### src/rtl/stps_pkg.sv
// Shared types and constants for the slide transition pixel source.
// Frame geometry, field widths, register and direction codes, payload structs.
// No dependencies; every other file imports this package.
package stps_pkg;

    // Frame geometry
    localparam int FRAME_WIDTH  = 320;
    localparam int FRAME_HEIGHT = 240;

    // Field widths
    localparam int COL_W      = 9;
    localparam int ROW_W      = 8;
    localparam int ADDR_W     = 17;
    localparam int OFS_W      = 9;
    localparam int DIR_W      = 3;
    localparam int CFG_DATA_W = 9;
    localparam int CFG_IDX_W  = 2;

    // Working width: holds any sum of a coordinate, an offset and an extent
    localparam int CALC_W = $clog2((2 ** COL_W) + (2 ** OFS_W) + FRAME_WIDTH + FRAME_HEIGHT);

    // Slide direction codes
    typedef enum logic [DIR_W-1:0] {
        DIR_NONE  = 3'd0,
        DIR_RIGHT = 3'd1,
        DIR_LEFT  = 3'd2,
        DIR_UP    = 3'd3,
        DIR_DOWN  = 3'd4
    } dir_t;

    // Configuration register indexes
    typedef enum logic [CFG_IDX_W-1:0] {
        CFG_OFFSET    = 2'd0,
        CFG_DIRECTION = 2'd1,
        CFG_PRESENT   = 2'd2,
        CFG_HALF_RES  = 2'd3
    } cfg_index_t;

    // Current configuration, as seen by the mapping logic
    typedef struct packed {
        logic [OFS_W-1:0] slide_offset;
        logic [DIR_W-1:0] slide_direction;
        logic             second_present;
        logic             second_half_res;
    } cfg_t;

    // Input transaction
    typedef struct packed {
        logic [COL_W-1:0] pixel_column;
        logic [ROW_W-1:0] pixel_row;
    } pixel_t;

    // Result transaction
    typedef struct packed {
        logic              take_second;
        logic [COL_W-1:0]  source_column;
        logic [ROW_W-1:0]  source_row;
        logic [ADDR_W-1:0] source_address;
    } result_t;

endpackage

### src/rtl/stps_cfg.sv
// Configuration register file for the slide transition pixel source.
// Depends on stps_pkg for widths, register indexes and cfg_t.
module stps_cfg (
    input  logic                               clk,
    input  logic                               rst_n,
    input  logic                               cfg_write,
    input  logic [stps_pkg::CFG_IDX_W-1:0]     cfg_index,
    input  logic [stps_pkg::CFG_DATA_W-1:0]    cfg_data,
    output stps_pkg::cfg_t                     cfg
);
    import stps_pkg::*;

    cfg_t cfg_reg;
    cfg_t cfg_next;

    // Decode the write into the addressed register
    always_comb
    begin
        cfg_next = cfg_reg;
        if (cfg_write)
        begin
            case (cfg_index_t'(cfg_index))
                CFG_OFFSET:    cfg_next.slide_offset    = cfg_data[OFS_W-1:0];
                CFG_DIRECTION: cfg_next.slide_direction = cfg_data[DIR_W-1:0];
                CFG_PRESENT:   cfg_next.second_present  = cfg_data[0];
                CFG_HALF_RES:  cfg_next.second_half_res = cfg_data[0];
                default:       cfg_next = cfg_reg;
            endcase
        end
    end

    // Hold the registers; reset clears all of them
    always_ff @(posedge clk or negedge rst_n)
    begin
        if (!rst_n)
        begin
            cfg_reg <= '0;
        end
        else
        begin
            cfg_reg <= cfg_next;
        end
    end

    assign cfg = cfg_reg;

endmodule

### src/rtl/stps_map.sv
// Combinational pixel source mapping: picks the image, shifts the coordinate
// along the slide axis, halves for a half-res source and forms the address.
// Depends on stps_pkg for geometry, direction codes and payload structs.
module stps_map (
    input  stps_pkg::cfg_t     cfg,
    input  stps_pkg::pixel_t   pixel,
    output stps_pkg::result_t  result
);
    import stps_pkg::*;

    localparam logic [CALC_W-1:0] W_C = CALC_W'(FRAME_WIDTH);
    localparam logic [CALC_W-1:0] H_C = CALC_W'(FRAME_HEIGHT);
    localparam int FULL_STRIDE = FRAME_WIDTH;
    localparam int HALF_STRIDE = FRAME_WIDTH / 2;
    localparam int PROD_W      = CALC_W + $clog2(FRAME_WIDTH + 1) + 1;

    logic [CALC_W-1:0] x;
    logic [CALC_W-1:0] y;
    logic [CALC_W-1:0] ofs;
    logic [CALC_W-1:0] pv;
    logic [CALC_W-1:0] ph;
    logic [CALC_W-1:0] thr_v;
    logic [CALC_W-1:0] thr_h;
    logic              passthru;
    logic              sec;
    logic              halve;
    logic [CALC_W-1:0] col;
    logic [CALC_W-1:0] row;
    logic [CALC_W-1:0] col_s;
    logic [CALC_W-1:0] row_s;
    logic [PROD_W-1:0] addr_full;

    // Saturate the offset per axis and find the split point
    always_comb
    begin
        x     = CALC_W'(pixel.pixel_column);
        y     = CALC_W'(pixel.pixel_row);
        ofs   = CALC_W'(cfg.slide_offset);
        pv    = (ofs > H_C) ? H_C : ofs;
        ph    = (ofs > W_C) ? W_C : ofs;
        thr_v = H_C - pv;
        thr_h = W_C - ph;
        passthru = !cfg.second_present || (cfg.slide_offset == '0);
    end

    // Choose the source image and shift the coordinate
    always_comb
    begin
        sec = 1'b0;
        col = x;
        row = y;
        if (!passthru)
        begin
            case (dir_t'(cfg.slide_direction))
                DIR_UP:
                begin
                    if (y >= thr_v)
                    begin
                        sec = 1'b1;
                        row = y - thr_v;
                    end
                    else
                    begin
                        row = y + pv;
                    end
                end
                DIR_DOWN:
                begin
                    if (y < pv)
                    begin
                        sec = 1'b1;
                        row = thr_v + y;
                    end
                    else
                    begin
                        row = y - pv;
                    end
                end
                DIR_RIGHT:
                begin
                    if (x >= thr_h)
                    begin
                        sec = 1'b1;
                        col = x - thr_h;
                    end
                    else
                    begin
                        col = x + ph;
                    end
                end
                DIR_LEFT:
                begin
                    if (x < ph)
                    begin
                        sec = 1'b1;
                        col = thr_h + x;
                    end
                    else
                    begin
                        col = x - ph;
                    end
                end
                default:
                begin
                    sec = 1'b0;
                end
            endcase
        end
    end

    // Halve for a half-res incoming image and form the linear address
    always_comb
    begin
        halve = sec && cfg.second_half_res;
        col_s = halve ? (col >> 1) : col;
        row_s = halve ? (row >> 1) : row;
        if (halve)
        begin
            addr_full = PROD_W'(row_s) * PROD_W'(HALF_STRIDE) + PROD_W'(col_s);
        end
        else
        begin
            addr_full = PROD_W'(row_s) * PROD_W'(FULL_STRIDE) + PROD_W'(col_s);
        end
        result.take_second    = sec;
        result.source_column  = col_s[COL_W-1:0];
        result.source_row     = row_s[ROW_W-1:0];
        result.source_address = addr_full[ADDR_W-1:0];
    end

endmodule

### src/rtl/slide_transition_pixel_source.sv
// Top level of the slide transition pixel source: input register, mapping
// logic, result register and configuration registers.
// Depends on stps_pkg, stps_cfg and stps_map.
//
//   channel   ports                                   handshake
//   -------   -------------------------------------   ---------------------------
//   config    cfg_write, cfg_index, cfg_data          write when cfg_write high
//   input     start, busy, pixel                      taken when start && !busy
//   result    done, result                            one cycle strobe, no stall
//
// One pixel per clock, sustained. A pixel taken is held in the input register,
// mapped from there and its result loaded into the result register, marked
// by done. The path between the two registers saturates the offset, compares
// against the split point, adds or subtracts, may halve and does a
// constant-stride multiply-add. busy stays low. Reset clears the valid flags
// and every configuration register; payload registers are not reset.
module slide_transition_pixel_source (
    input  logic                               clk,
    input  logic                               rst_n,
    input  logic                               cfg_write,
    input  logic [stps_pkg::CFG_IDX_W-1:0]     cfg_index,
    input  logic [stps_pkg::CFG_DATA_W-1:0]    cfg_data,
    input  logic                               start,
    output logic                               busy,
    input  stps_pkg::pixel_t                   pixel,
    output logic                               done,
    output stps_pkg::result_t                  result
);
    import stps_pkg::*;

    cfg_t    cfg;
    logic    accept;
    logic    in_valid_reg;
    logic    in_valid_next;
    pixel_t  in_reg;
    result_t map_result;
    logic    result_valid_reg;
    logic    result_valid_next;
    result_t result_reg;

    // Configuration registers
    stps_cfg u_cfg (
        .clk       (clk),
        .rst_n     (rst_n),
        .cfg_write (cfg_write),
        .cfg_index (cfg_index),
        .cfg_data  (cfg_data),
        .cfg       (cfg)
    );

    // Never stall the source: a new transaction fits every cycle
    assign busy   = 1'b0;
    assign accept = start && !busy;

    // Advance the valid flags
    always_comb
    begin
        in_valid_next     = accept;
        result_valid_next = in_valid_reg;
    end

    always_ff @(posedge clk or negedge rst_n)
    begin
        if (!rst_n)
        begin
            in_valid_reg     <= 1'b0;
            result_valid_reg <= 1'b0;
        end
        else
        begin
            in_valid_reg     <= in_valid_next;
            result_valid_reg <= result_valid_next;
        end
    end

    // Capture the input transaction
    always_ff @(posedge clk)
    begin
        if (accept)
        begin
            in_reg <= pixel;
        end
    end

    // Map the held pixel to its source
    stps_map u_map (
        .cfg    (cfg),
        .pixel  (in_reg),
        .result (map_result)
    );

    // Register the result transaction
    always_ff @(posedge clk)
    begin
        if (in_valid_reg)
        begin
            result_reg <= map_result;
        end
    end

    assign done   = result_valid_reg;
    assign result = result_reg;

`ifndef SYNTH
    a_accept_loads: assert property (@(posedge clk) disable iff (!rst_n)
        accept |=> in_valid_reg)
        else $error("accepted transaction did not reach the input register");

    a_result_follows: assert property (@(posedge clk) disable iff (!rst_n)
        in_valid_reg |=> done)
        else $error("held pixel did not produce a result");

    a_no_spurious: assert property (@(posedge clk) disable iff (!rst_n)
        !in_valid_reg |=> !done)
        else $error("result strobe without a held pixel");

    a_no_second: assert property (@(posedge clk) disable iff (!rst_n)
        done && !$past(cfg.second_present) |-> !result.take_second)
        else $error("incoming image chosen while none is present");
`endif

endmodule
### config.mk
export PLATFORM = sky130hd
export DESIGN_NAME = slide_transition_pixel_source
export DESIGN_NICKNAME = d
export VERILOG_FILES = /design/src/rtl/stps_pkg.sv /design/src/rtl/stps_cfg.sv /design/src/rtl/stps_map.sv /design/src/rtl/slide_transition_pixel_source.sv
export SDC_FILE = /design/constraint.sdc
export NUM_CORES = 1
export LEC_CHECK = 0
export BUFFER_PORTS_ARGS = -buffer_cell sky130_fd_sc_hd__buf_2
export CAP_MARGIN = 25
export CORE_MARGIN = 2
export CORE_UTILIZATION = 40
export CTS_CLUSTER_SIZE = 20
export DETAILED_ROUTE_END_ITERATION = 6
export SLEW_MARGIN = 10
export SYNTH_ARGS = -nofsm -noshare
export SYNTH_HDL_FRONTEND = slang
export SYNTH_SLANG_ARGS = --single-unit
export TNS_END_PERCENT = 50
### constraint.sdc
create_clock -name clk -period 7 [get_ports clk]
set_clock_uncertainty 0.05 [all_clocks]
set_input_delay 0 -clock clk [delete_from_list [all_inputs] [get_ports clk]]
set_output_delay 0 -clock clk [all_outputs]
set_load 0.005 [all_outputs]
== Word level (Yosys, flattened, before mapping) ==
Index checks and enable logic that the tools add are counted.

* Input port bits: 32
* Output and inout bits: 37
* Register bits: 68

* Reduce and logical (&&, ||, !) cells: 9
* Add/sub/neg operators: 12
* Multipliers: 2
* Mux-type cells: 19
* Equality and inequality tests: 7
* Magnitude comparators: 6

{| class="wikitable"
|+ Operators by type and width
! operator !! number
|-
| 11-bit 2-to-1 mux || 8
|-
| 11-bit one-hot mux with 2 select lines || 2
|-
| 17-bit by 11-bit adder with 17-bit output || 2
|-
| 8-bit by 11-bit subtractor with 11-bit output || 2
|-
| 9-bit by 11-bit subtractor with 11-bit output || 2
|-
| 9-bit 2-to-1 mux || 2
|-
| 17-bit 2-to-1 mux || 1
|-
| 11-bit by 3-bit multiplier with 12-bit output (second input constant) || 1
|-
| 11-bit by 8-bit adder with 11-bit output || 1
|-
| 11-bit by 9-bit adder with 11-bit output || 1
|-
| 8-bit by 11-bit adder with 11-bit output || 1
|-
| 9-bit by 11-bit adder with 11-bit output || 1
|-
| 8-bit by 11-bit >= comparator with 1-bit output || 1
|-
| 9-bit by 11-bit >= comparator with 1-bit output || 1
|-
| 8-bit by 11-bit < comparator with 1-bit output || 1
|-
| 9-bit by 11-bit < comparator with 1-bit output || 1
|-
| 11-bit by 3-bit multiplier with 11-bit output (second input constant) || 1
|-
| 8-bit by 11-bit subtractor with 11-bit output (first input constant) || 1
|-
| 9-bit by 11-bit subtractor with 11-bit output (first input constant) || 1
|-
| 9-bit by 8-bit > comparator with 1-bit output (second input constant) || 1
|-
| 9-bit > comparator (second input constant) || 1
|-
| 9-bit logical NOT || 1
|-
| 2-bit AND reduction || 4
|-
| 3-bit by 2-bit equality test with 1-bit output (second input constant) || 2
|-
| other kinds (10) || 15
|}

== Longest topological paths before layout ==
Gate-level depths: netlist of run 1.

* Depth in word-level cells: 12
* Depth in mapped cells: 34
* Depth with buffers taken out: 32

== Cells and area by module ==
A second synthesis of run 1 with hierarchy kept.

* Cell total of the unflattened synthesis: 918
* Area total of the unflattened synthesis: 8052.7 um^2

{| class="wikitable"
|+ Modules (own cells, without submodules)
! module !! cells an instance !! sequential area each (um^2) !! area an instance (um^2) !! times used
|-
| stps_map || 829 || 0.0 || 5878.1 || 1
|-
| slide_transition_pixel_source || 56 || 1611.5 || 1622.8 || 1
|-
| stps_cfg || 33 || 350.3 || 551.8 || 1
|}

== Worst setup path before layout of run 1 ==
No wires, ideal clock.

* Kind: register -> register
* Start: register u_cfg.cfg_reg, in the netlist u_cfg.cfg[5]
* End: register result_reg, in the netlist result[16] (data pin)
* Setup slack: -0.143 ns
* Arrival time: 6.833 ns
* Cell stages (with the launch flop): 33
* Required time: 6.689 ns
* Cell sequence: dfrtp_1 -> or4_4 -> or3_4 -> nor2_1 -> or2_2 -> nand2_1 -> ha_1 -> o211ai_1 -> nand2_1 -> a21oi_1 -> inv_1 -> ha_1 -> or4b_1 -> nor3_2 -> or2b_1 -> a21o_4 -> a31oi_4 -> a31o_1 -> buf_6 -> buf_6 -> mux2i_1 -> ha_1 -> ha_1 -> inv_1 -> fa_1 -> xnor2_1 -> ha_1 -> or4_1 -> nand2_1 -> nand4b_1 -> xnor2_1 -> xnor2_1 -> a21oi_1

{| class="wikitable"
|+ RTL lines
! element !! line !! RTL
|-
| start: declaration || stps_cfg.sv:13 || <nowiki>cfg_t cfg_reg;</nowiki>
|-
| start signal: assignment || stps_cfg.sv:41 || <nowiki>cfg_reg <= cfg_next;</nowiki>
|-
| end signal: assignment || slide_transition_pixel_source.sv:97 || <nowiki>result_reg <= map_result;</nowiki>
|-
| end: declaration || slide_transition_pixel_source.sv:39 || <nowiki>result_t result_reg;</nowiki>
|}

==> results of run 1 <==
## report_power, final
| group | internal, mW | switching [mW] |
|---|---|---|
| clock network | 0.292 | 0.173 |
| logic | 1.21 | 1.46 |
| registers | 0.515 | 0.0520 |
## repair_timing
| item | CTS | global route |
|---|---|---|
| gates resized for setup | 3 | 53 |
| endpoints found under the setup margin | 1 | 6 |
| endpoints found under the hold margin | 48 | 0 |
| hold buffers | 31 | 0 |
| pin swaps | 1 | 19 |
| buffers inserted | 1 | 8 |
## routing by layer
| metal | global-route usage, % | vias up | wire [microns] |
|---|---|---|---|
| li1 | - | 3592 | - |
| met1 | 29.9 | 3400 | 10400 |
| met2 | 36.2 | 252 | 10500 |
| met3 | 3.38 | 38 | 1270 |
| met4 | 6.13 | 0 | 620 |
| met5 | 0 | - | 0 |
## worst max-delay path, delay by kind of cell, from the launching register on
| family | cells | cell delay, ns |
|---|---|---|
| AOI/OAI and AO/OA | 5 | 0.66 |
| xor gates and xnor gates | 4 | 0.76 |
| adders and majority gates | 5 | 1.31 |
| buffers and inverters | 2 | 0.22 |
| DFF | 1 | 0.38 |
| muxes | 1 | 0.38 |
| and+or+nand+nor | 11 | 2.94 |
## path summary, 6_finish.rpt
check | slack (ns) | to | cells past startpoint | start
setup / recovery | 0.06 | result[16] | 28 | u_cfg.cfg[8]
hold / removal | 0.06 | u_cfg.cfg[6] | 2 | rst_n
setup reg to reg | 0.06 | result[16] | 28 | u_cfg.cfg[8]
hold reg to reg | 0.54 | u_cfg.cfg[1] | 1 | u_cfg.cfg[1]
max in group asynchronous | 6.58 | u_cfg.cfg[9] | 2 | rst_n
min in group clk | 0.31 | in_reg[6] | 2 | pixel[6]
## cells in the final DEF (no fill, tap or decap), types with 13 or more instances in the layout
| cell type | netlist | layout |
|---|---|---|
| a21oi_1 | 58 | 53 |
| o21bai_1 | 13 | 13 |
| o21ai_0 | 39 | 35 |
| nand2_1 | 49 | 46 |
| edfxtp_1 | 47 | 47 |
| buf_2 | 8 | 67 |
| dlygate4sd3_1 | 0 | 31 |
| dfrtp_1 | 16 | 16 |
| ha_1 | 98 | 87 |
| buf_4 | 8 | 74 |
| nor3_1 | 33 | 31 |
| mux2_2 | 16 | 16 |
| xnor2_1 | 49 | 45 |
| nor2_1 | 90 | 88 |
| o211ai_1 | 14 | 14 |
| xor2_1 | 15 | 14 |
| inv_1 | 75 | 74 |
| nor2b_1 | 15 | 15 |
| mux2i_1 | 21 | 19 |
## cell usage after synthesis (4+ instances only)
cell / instances / area, sq um
a21o_1: 9 / 67.6
xnor2_1: 49 / 429
fa_1: 11 / 220
ha_1: 98 / 1230
nor4_1: 6 / 37.5
o21ai_0: 39 / 195
a221oi_1: 7 / 61.3
buf_6: 5 / 56.3
nor2b_1: 15 / 93.8
edfxtp_1: 47 / 1410
o21a_1: 10 / 75.1
or2_2: 13 / 81.3
nand3_1: 12 / 60.1
dfrtp_1: 16 / 400
buf_2: 8 / 40.0
clkbuf_1: 15 / 56.3
a31oi_1: 6 / 37.5
xor2_1: 15 / 131
o21bai_1: 13 / 97.6
o2111ai_1: 4 / 35.0
nor3b_1: 4 / 30.0
o22ai_1: 6 / 37.5
mux2_2: 16 / 180
nand2b_1: 11 / 68.8
a21oi_1: 58 / 290
and2_1: 7 / 43.8
o211ai_1: 14 / 105
and3_1: 5 / 31.3
o41ai_1: 6 / 52.6
nand3b_1: 6 / 45.0
nor3_1: 33 / 165
a211o_1: 4 / 35.0
mux2i_1: 21 / 210
o31ai_1: 5 / 37.5
buf_4: 8 / 60.1
a211oi_1: 12 / 90.1
inv_1: 75 / 282
nor2_1: 90 / 338
o31a_1: 8 / 70.1
nand2_1: 49 / 184
## layout make-up
| cell class | instances | share of cell area [%] |
|---|---|---|
| flip-flops and latches | 63 | 18.5 |
| inverters | 75 | 2.87 |
| clock buffers | 14 | 3.03 |
| well taps | 265 | 3.38 |
| clock inverters | 2 | 0.102 |
| repair buffers | 172 | 12.3 |
| multi-input cells | 737 | 59.9 |
## per-stage QoR
stage,cells,setup TNS [ns]
after detailed placement,1272,-0.115
after CTS,1320,0
after floorplan,913,0
after global placement,1272,-0.0194
after global routing,1328,-0.387
final,1328,0
## logic make-up (layout without fill, tap and decap cells)
family | count (synthesis) | in the layout | synth area share, %
other | 1 | 1 | 0.0475
adders and majority gates | 109 | 109 | 18.3
AOI/OAI and AO/OA | 249 | 249 | 22.2
and+or+nand+nor | 274 | 274 | 17.4
xor gates and xnor gates | 64 | 64 | 7.10
buffers and inverters | 113 | 263 | 6.49
muxes | 40 | 40 | 5.51
DFF | 63 | 63 | 22.9
==> results by group, run 1 <==
Status
  – Status: finished, final reports clean

Global route
  – Total gr overflow: 0
  – GRT Util Overall: between 20 and 25%
  – Antenna violations before repair: 0
  – Number of global-route vias before repair: 6895
  – First-pass GRT wire length: roughly 36000 microns
  – Largest net degree at the start of global routing: 32

Setup path
  – Kind of critical path: reg -> reg
  – Most frequent CP cell: or4_4
  – CP max FO: 7
  – Max incr delay on CP: roughly 0.55 ns
  – Required time worst endpoint: 7.04 ns
  – Slowest cell on crit path: or4_4
  – Critical path startpoint category: flop
  – Crit path DAT: about 7 ns
  – CP endpoint kind: flop

Detailed routing
  – Via density: 5.48
  – DRT iter0 DRCs: between 500 and 600
  – Total iterations of the first detailed-routing run: 5
  – Remaining antenna violation count: 0
  – # DRC: 0
  – Drt wl/cell: roughly 17 microns
  – Vias: between 7000 and 8000
  – Detailed Route WL: 22800 microns

Timing
  – RSZ-0062 raised after global routing: true
  – Worst Max-Slew Pin Slew: between 0.8 and 0.9 ns
  – # setup viols final: 0
  – Min cycle time layout: 6.94 ns
  – Slew headroom: a little under half
  – Fmax: roughly 0.14 GHz
  – Final worst-path setup slack: 0.0562 ns
  – Final Cycle Share: ~100%
  – Count of pins over their slew limit: 0
  – Final Hold Fails: 0
  – Hold WS: around 0.056 ns

Pwr
  – Leakage Power: 4.23 nW
  – PD cells: roughly 380 mW/mm^2
  – Total power: around 3.7 mW
  – VDD IR max: 152 uV

Layout
  – Final core occ: around 50%
  – Nets@finish: about 1200
  – Multi-input gate area: about 0.006 sq mm
  – Finished layout cell area: ~0.0098 sq mm
  – Layout cells sized above 1: between 20% and 30%
  – Layout area overhead: 24.0%
  – Seq. cell area: approximately 0.0018 sq mm
  – Max reg flops: 30
  – Fillcell total: around 1900
  – Antenna diodes: 0

Placement
  – Pre-CTS setup slack: -0.115 ns
  – Post-detail-place hpwl: between 15000 and 20000 microns
  – Placed Area: around 0.009 sq mm
  – Port Buffers: 67
  – Placer Congestion: approximately 0.96

Clocking
  – Num CTS Buffers: 9
  – Max clock buf depth: 2
  – Clock transition at the registers of the reported paths: 0.06 ns
  – H-tree levels: 3
  – Clk sinks: 63
  – Worst-Skew Late Latency: 0.35 ns
  – Root buffer cell: clkbuf_16
  – CTS tree: yes

Die
  – Die Area: ~0.021 sq mm
  – Die Wd: ~140 microns
  – IO Count: a little under 70
  – FP Rows: 51
  – CORE AREA: just under 0.02 sq mm
  – Initial core utilization: around two fifths
  – Die H: roughly 140 microns

Synth
  – Seq/Total Area, Yosys: between 20 and 25%
  – Fraction of registers with async set/reset: between 20% and 30%
  – Netlist cell types: approximately 90
  – YS warnings: 0
  – Top_reg_cell synth: edfxtp_1
  – Syn_nets: 1054
  – Mapped Cells: between 900 and 1000
  – Seq cells post-synth: 63
  – Post-Syn Area per Cell: approximately 8.7 sq um
  – Cell area after synthesis: between 0.007 and 0.008 sq mm
  – Number of flops mapped to enable cells by yosys: 47

Run
  – Max-cap violation count: 0

Min path
  – Hold WC Path Type: in -> async
No activity file was read; power rests on OpenSTA's default activity.
==> run 2: changes to the inputs <==
ABC_AREA = 1   (was not set)
==> results by group, run 2 <==
Setup path
  – FF-to-FF End: result[16]
  – RR Startpoint: u_cfg.cfg[5]
  – R2R setup slack: 0.57 ns (+0.51 ns)
  – Required time worst endpoint: 7.05 ns (about the same)
  – Crit. Startpoint: u_cfg.cfg[5]
  – Kind of critical path: reg -> reg
  – Critical path startpoint category: flop
  – CP endpoint: result[16]
  – Crit path DAT: 6.48 ns (-0.51 ns)
  – Most frequent CP cell: nand3_1
  – Slowest cell on crit path: fa_1
  – FF-to-FF path depth: 40 (+43%)
  – CP max FO: 8 (+1)
  – CP endpoint kind: flop
  – Max incr delay on CP: 0.47 ns (-0.08 ns)

Min path
  – Hold WC Path Type: in -> reg

Pwr
  – PD cells: 314 mW/mm^2 (-17%)
  – VDD IR max: 138 uV (-8.6%)
  – Leakage Power: 4.42 nW (+4.5%)
  – Total power: 2.85 mW (-23%)

Layout
  – Nets@finish: 1312 (+9.4%)
  – Layout area overhead: 17.3%
  – Final core occ: 48.2% (-2.3 points)
  – Antenna diodes: 0 (unchanged)
  – Commonest non-fill, non-tap cell in the layout: nand2_1
  – Final Non-Filler Cells: 1436 (+8.1%)
  – Layout cells sized above 1: 12.7% (-12 points)
  – Finished layout cell area: 0.00908 sq mm (-7.3%)
  – Max reg flops: 30 (unchanged)
  – Most frequent cells in the layout: 245 x nand2_1, 153 x inv_1, 96 x a21oi_1, 95 x ha_1, 67 x buf_2

Timing
  – Final worst-path setup slack: 0.566 ns (+0.510 ns)
  – Final Hold Fails: 0 (unchanged)
  – Count of pins over their slew limit: 0 (unchanged)
  – Min cycle time layout: 6.43 ns (-0.510 ns)
  – Fmax: 0.155 GHz (+7.9%)
  – Slew headroom: 31.3% (-14 points)
  – # setup viols final: 0 (unchanged)
  – TNS Setup: 0 ns (unchanged)
  – Final Cycle Share: 91.9% (-7.3 points)
  – Worst Max-Slew Pin Slew: 1.02 ns (+0.208 ns)
  – Hold WS: 0.00612 ns (-0.0500 ns)

Detailed routing
  – DRT iter0 DRCs: 535 (+2.5%)
  – Drt wl/cell: 14.8 microns (-13%)
  – Total iterations of the first detailed-routing run: 5 (unchanged)
  – Detailed Route WL: 21300 microns (-6.4%)
  – Remaining antenna violation count: 0 (unchanged)
  – Vias: 7312 (+0.41%)
  – Via density: 5.09 (-7.1%)
  – # DRC: 0 (unchanged)

Die
  – FP Rows: 50 (-2.0%)
  – IO Count: 69 (unchanged)
  – Initial core utilization: 41.1% (+0.38 points)
  – CORE AREA: 0.0188 sq mm (-2.9%)
  – Die H: 143 microns (-0.99%)
  – Die Wd: 143 microns (-0.99%)
  – Die Area: 0.0205 sq mm (-2.0%)

Clocking
  – Clock transition at the registers of the reported paths: 0.06 ns (about the same)
  – Num CTS Buffers: 9 (unchanged)
  – Root buffer cell: clkbuf_16
  – CTS tree: yes
  – Max clock buf depth: 2 (unchanged)
  – Clk sinks: 63 (unchanged)
  – H-tree levels: 3 (unchanged)
  – Worst-Skew Late Latency: 0.34 ns (about the same)

Synth
  – Post-Syn Area per Cell: 7.19 sq um (-17%)
  – Seq cells post-synth: 63 (unchanged)
  – YS warnings: 0 (unchanged)
  – Seq/Total Area, Yosys: 23.4% (+0.47 points)
  – Fraction of registers with async set/reset: 25.4% (unchanged)
  – Number of flops mapped to enable cells by yosys: 47 (unchanged)
  – Synth area leaders: edfxtp_1 18%, ha_1 16%, nand2_1 12%
  – Dominant cell type by area after synthesis: edfxtp_1
  – Post-synth top cells: 248 x nand2_1, 153 x inv_1, 98 x a21oi_1, 98 x ha_1, 70 x nor2_1
  – Cell area after synthesis: 0.00774 sq mm (-2.0%)
  – Top_reg_cell synth: edfxtp_1
  – Netlist cell types: 57 (-35%)
  – Area share of the largest cell type after synthesis: 18.2% (+0.37 points)
  – Cell with the most instances after synthesis: nand2_1
  – Mapped Cells: 1077 (+18%)
  – Syn_nets: 1218 (+16%)

Global route
  – Largest net degree at the start of global routing: 28 (-13%)
  – Antenna violations before repair: 0 (unchanged)
  – First-pass GRT wire length: 34300 microns (-3.8%)
  – Number of global-route vias before repair: 6838 (-0.83%)
  – GRT Util Overall: 21.4% (-0.59 points)
  – Total gr overflow: 0 (unchanged)

Placement
  – Placer Congestion: 0.986 (+2.9%)
  – Pre-CTS setup slack: 0.0784 ns (+0.194 ns)
  – Port Buffers: 67 (unchanged)
  – Post-detail-place hpwl: 17300 microns (-2.9%)
  – DP Cell Count: 1386 (+9.0%)
  – Placed Area: 0.00831 sq mm (-5.9%)

Run
  – Max-cap violation count: 0 (unchanged)

Status
  – Status: finished, final reports clean
==> run 2: cell count changes after synthesis, sizes merged, moves of 18 or more <==
cell / previous run / this run
mux2i: 21 / 0
xor2: 15 / 62
o21ai: 44 / 66
inv: 75 / 164
nand3: 12 / 64
nand2: 51 / 250
a21oi: 59 / 100
xnor2: 49 / 11
nor2: 91 / 71
nor3: 36 / 13
mux2: 19 / 1
==> run 2: logic make-up after synthesis <==
logic type               share of synthesized area [%]
AND/OR/NAND/NOR                                   23.5
AO/OA/AOI/OAI                                     15.5
buffers and inverters                             10.4
adder cells (fa/ha/maj)                           18.7
XOR/XNOR                                          8.26
flip-flops                                        23.4
other                                           0.0485
multiplexers                                     0.146
==> run 2: worst min path at each step <==
| stage | from | slack [ns] | depth (start not counted) | endpoint |
|---|---|---|---|---|
| 6_report | start | 0.006 | 1 | in_valid_reg |
| 5_1_grt | start | 0.02 | 1 | in_valid_reg |
| 4_1_cts | start | 0.009 | 1 | in_valid_reg |
| 3_5_place_dp | rst_n | -0.09 | 1 | u_cfg.cfg[2] |
| 3_3_place_gp | rst_n | -0.09 | 1 | u_cfg.cfg[4] |
| 2_1_floorplan | rst_n | -0.35 | 0 | done |
==> run 2: power breakdown <==
| part | internal, mW | total, mW | leakage (nW) | switching, mW |
|---|---|---|---|---|
| Clock | 0.311 | 0.487 | 0.150 | 0.177 |
| Sequential | 0.500 | 0.549 | 0.649 | 0.0489 |
| Combinational | 0.676 | 1.81 | 3.62 | 1.14 |
| Total | 1.49 | 2.85 | 4.42 | 1.36 |
==> run 2: cell type report <==
class                           count  area (sq um)
Fill cell                        1847          9750
Clock inverter                      6          85.1
Timing Repair Buffer              113           761
Multi-Input combinational cell    816          5230
Inverter                          168           637
Sequential cell                    63          1810
Tap cell                          260           325
Clock buffer                       10           229
==> run 2: critical path, delay by kind of cell, from the launching register on <==
family	cells	cell delay, ns
compound gates	5	0.81
xor+xnor	1	0.18
fa+ha+maj	6	1.81
buf+inv	6	0.41
flops	1	0.42
simple gates	22	2.51
==> run 2: what timing repair did <==
| action | CTS | global route |
|---|---|---|
| resized for setup | 0 | 29 |
| hold buffers | 32 | 0 |
| setup buffers | 0 | 2 |
| endpoints found under the hold margin | 47 | 0 |
| setup endpoints to repair | 0 | 7 |
==> run 2: per-layer routing <==
layer / wire length, microns / up-vias / GRT usage, %
li1: - / 3718 / -
met1: 10500 / 3365 / 30.4
met2: 9390 / 208 / 33.9
met3: 1100 / 21 / 3.42
met4: 325 / 0 / 5.26
met5: 0 / - / 0
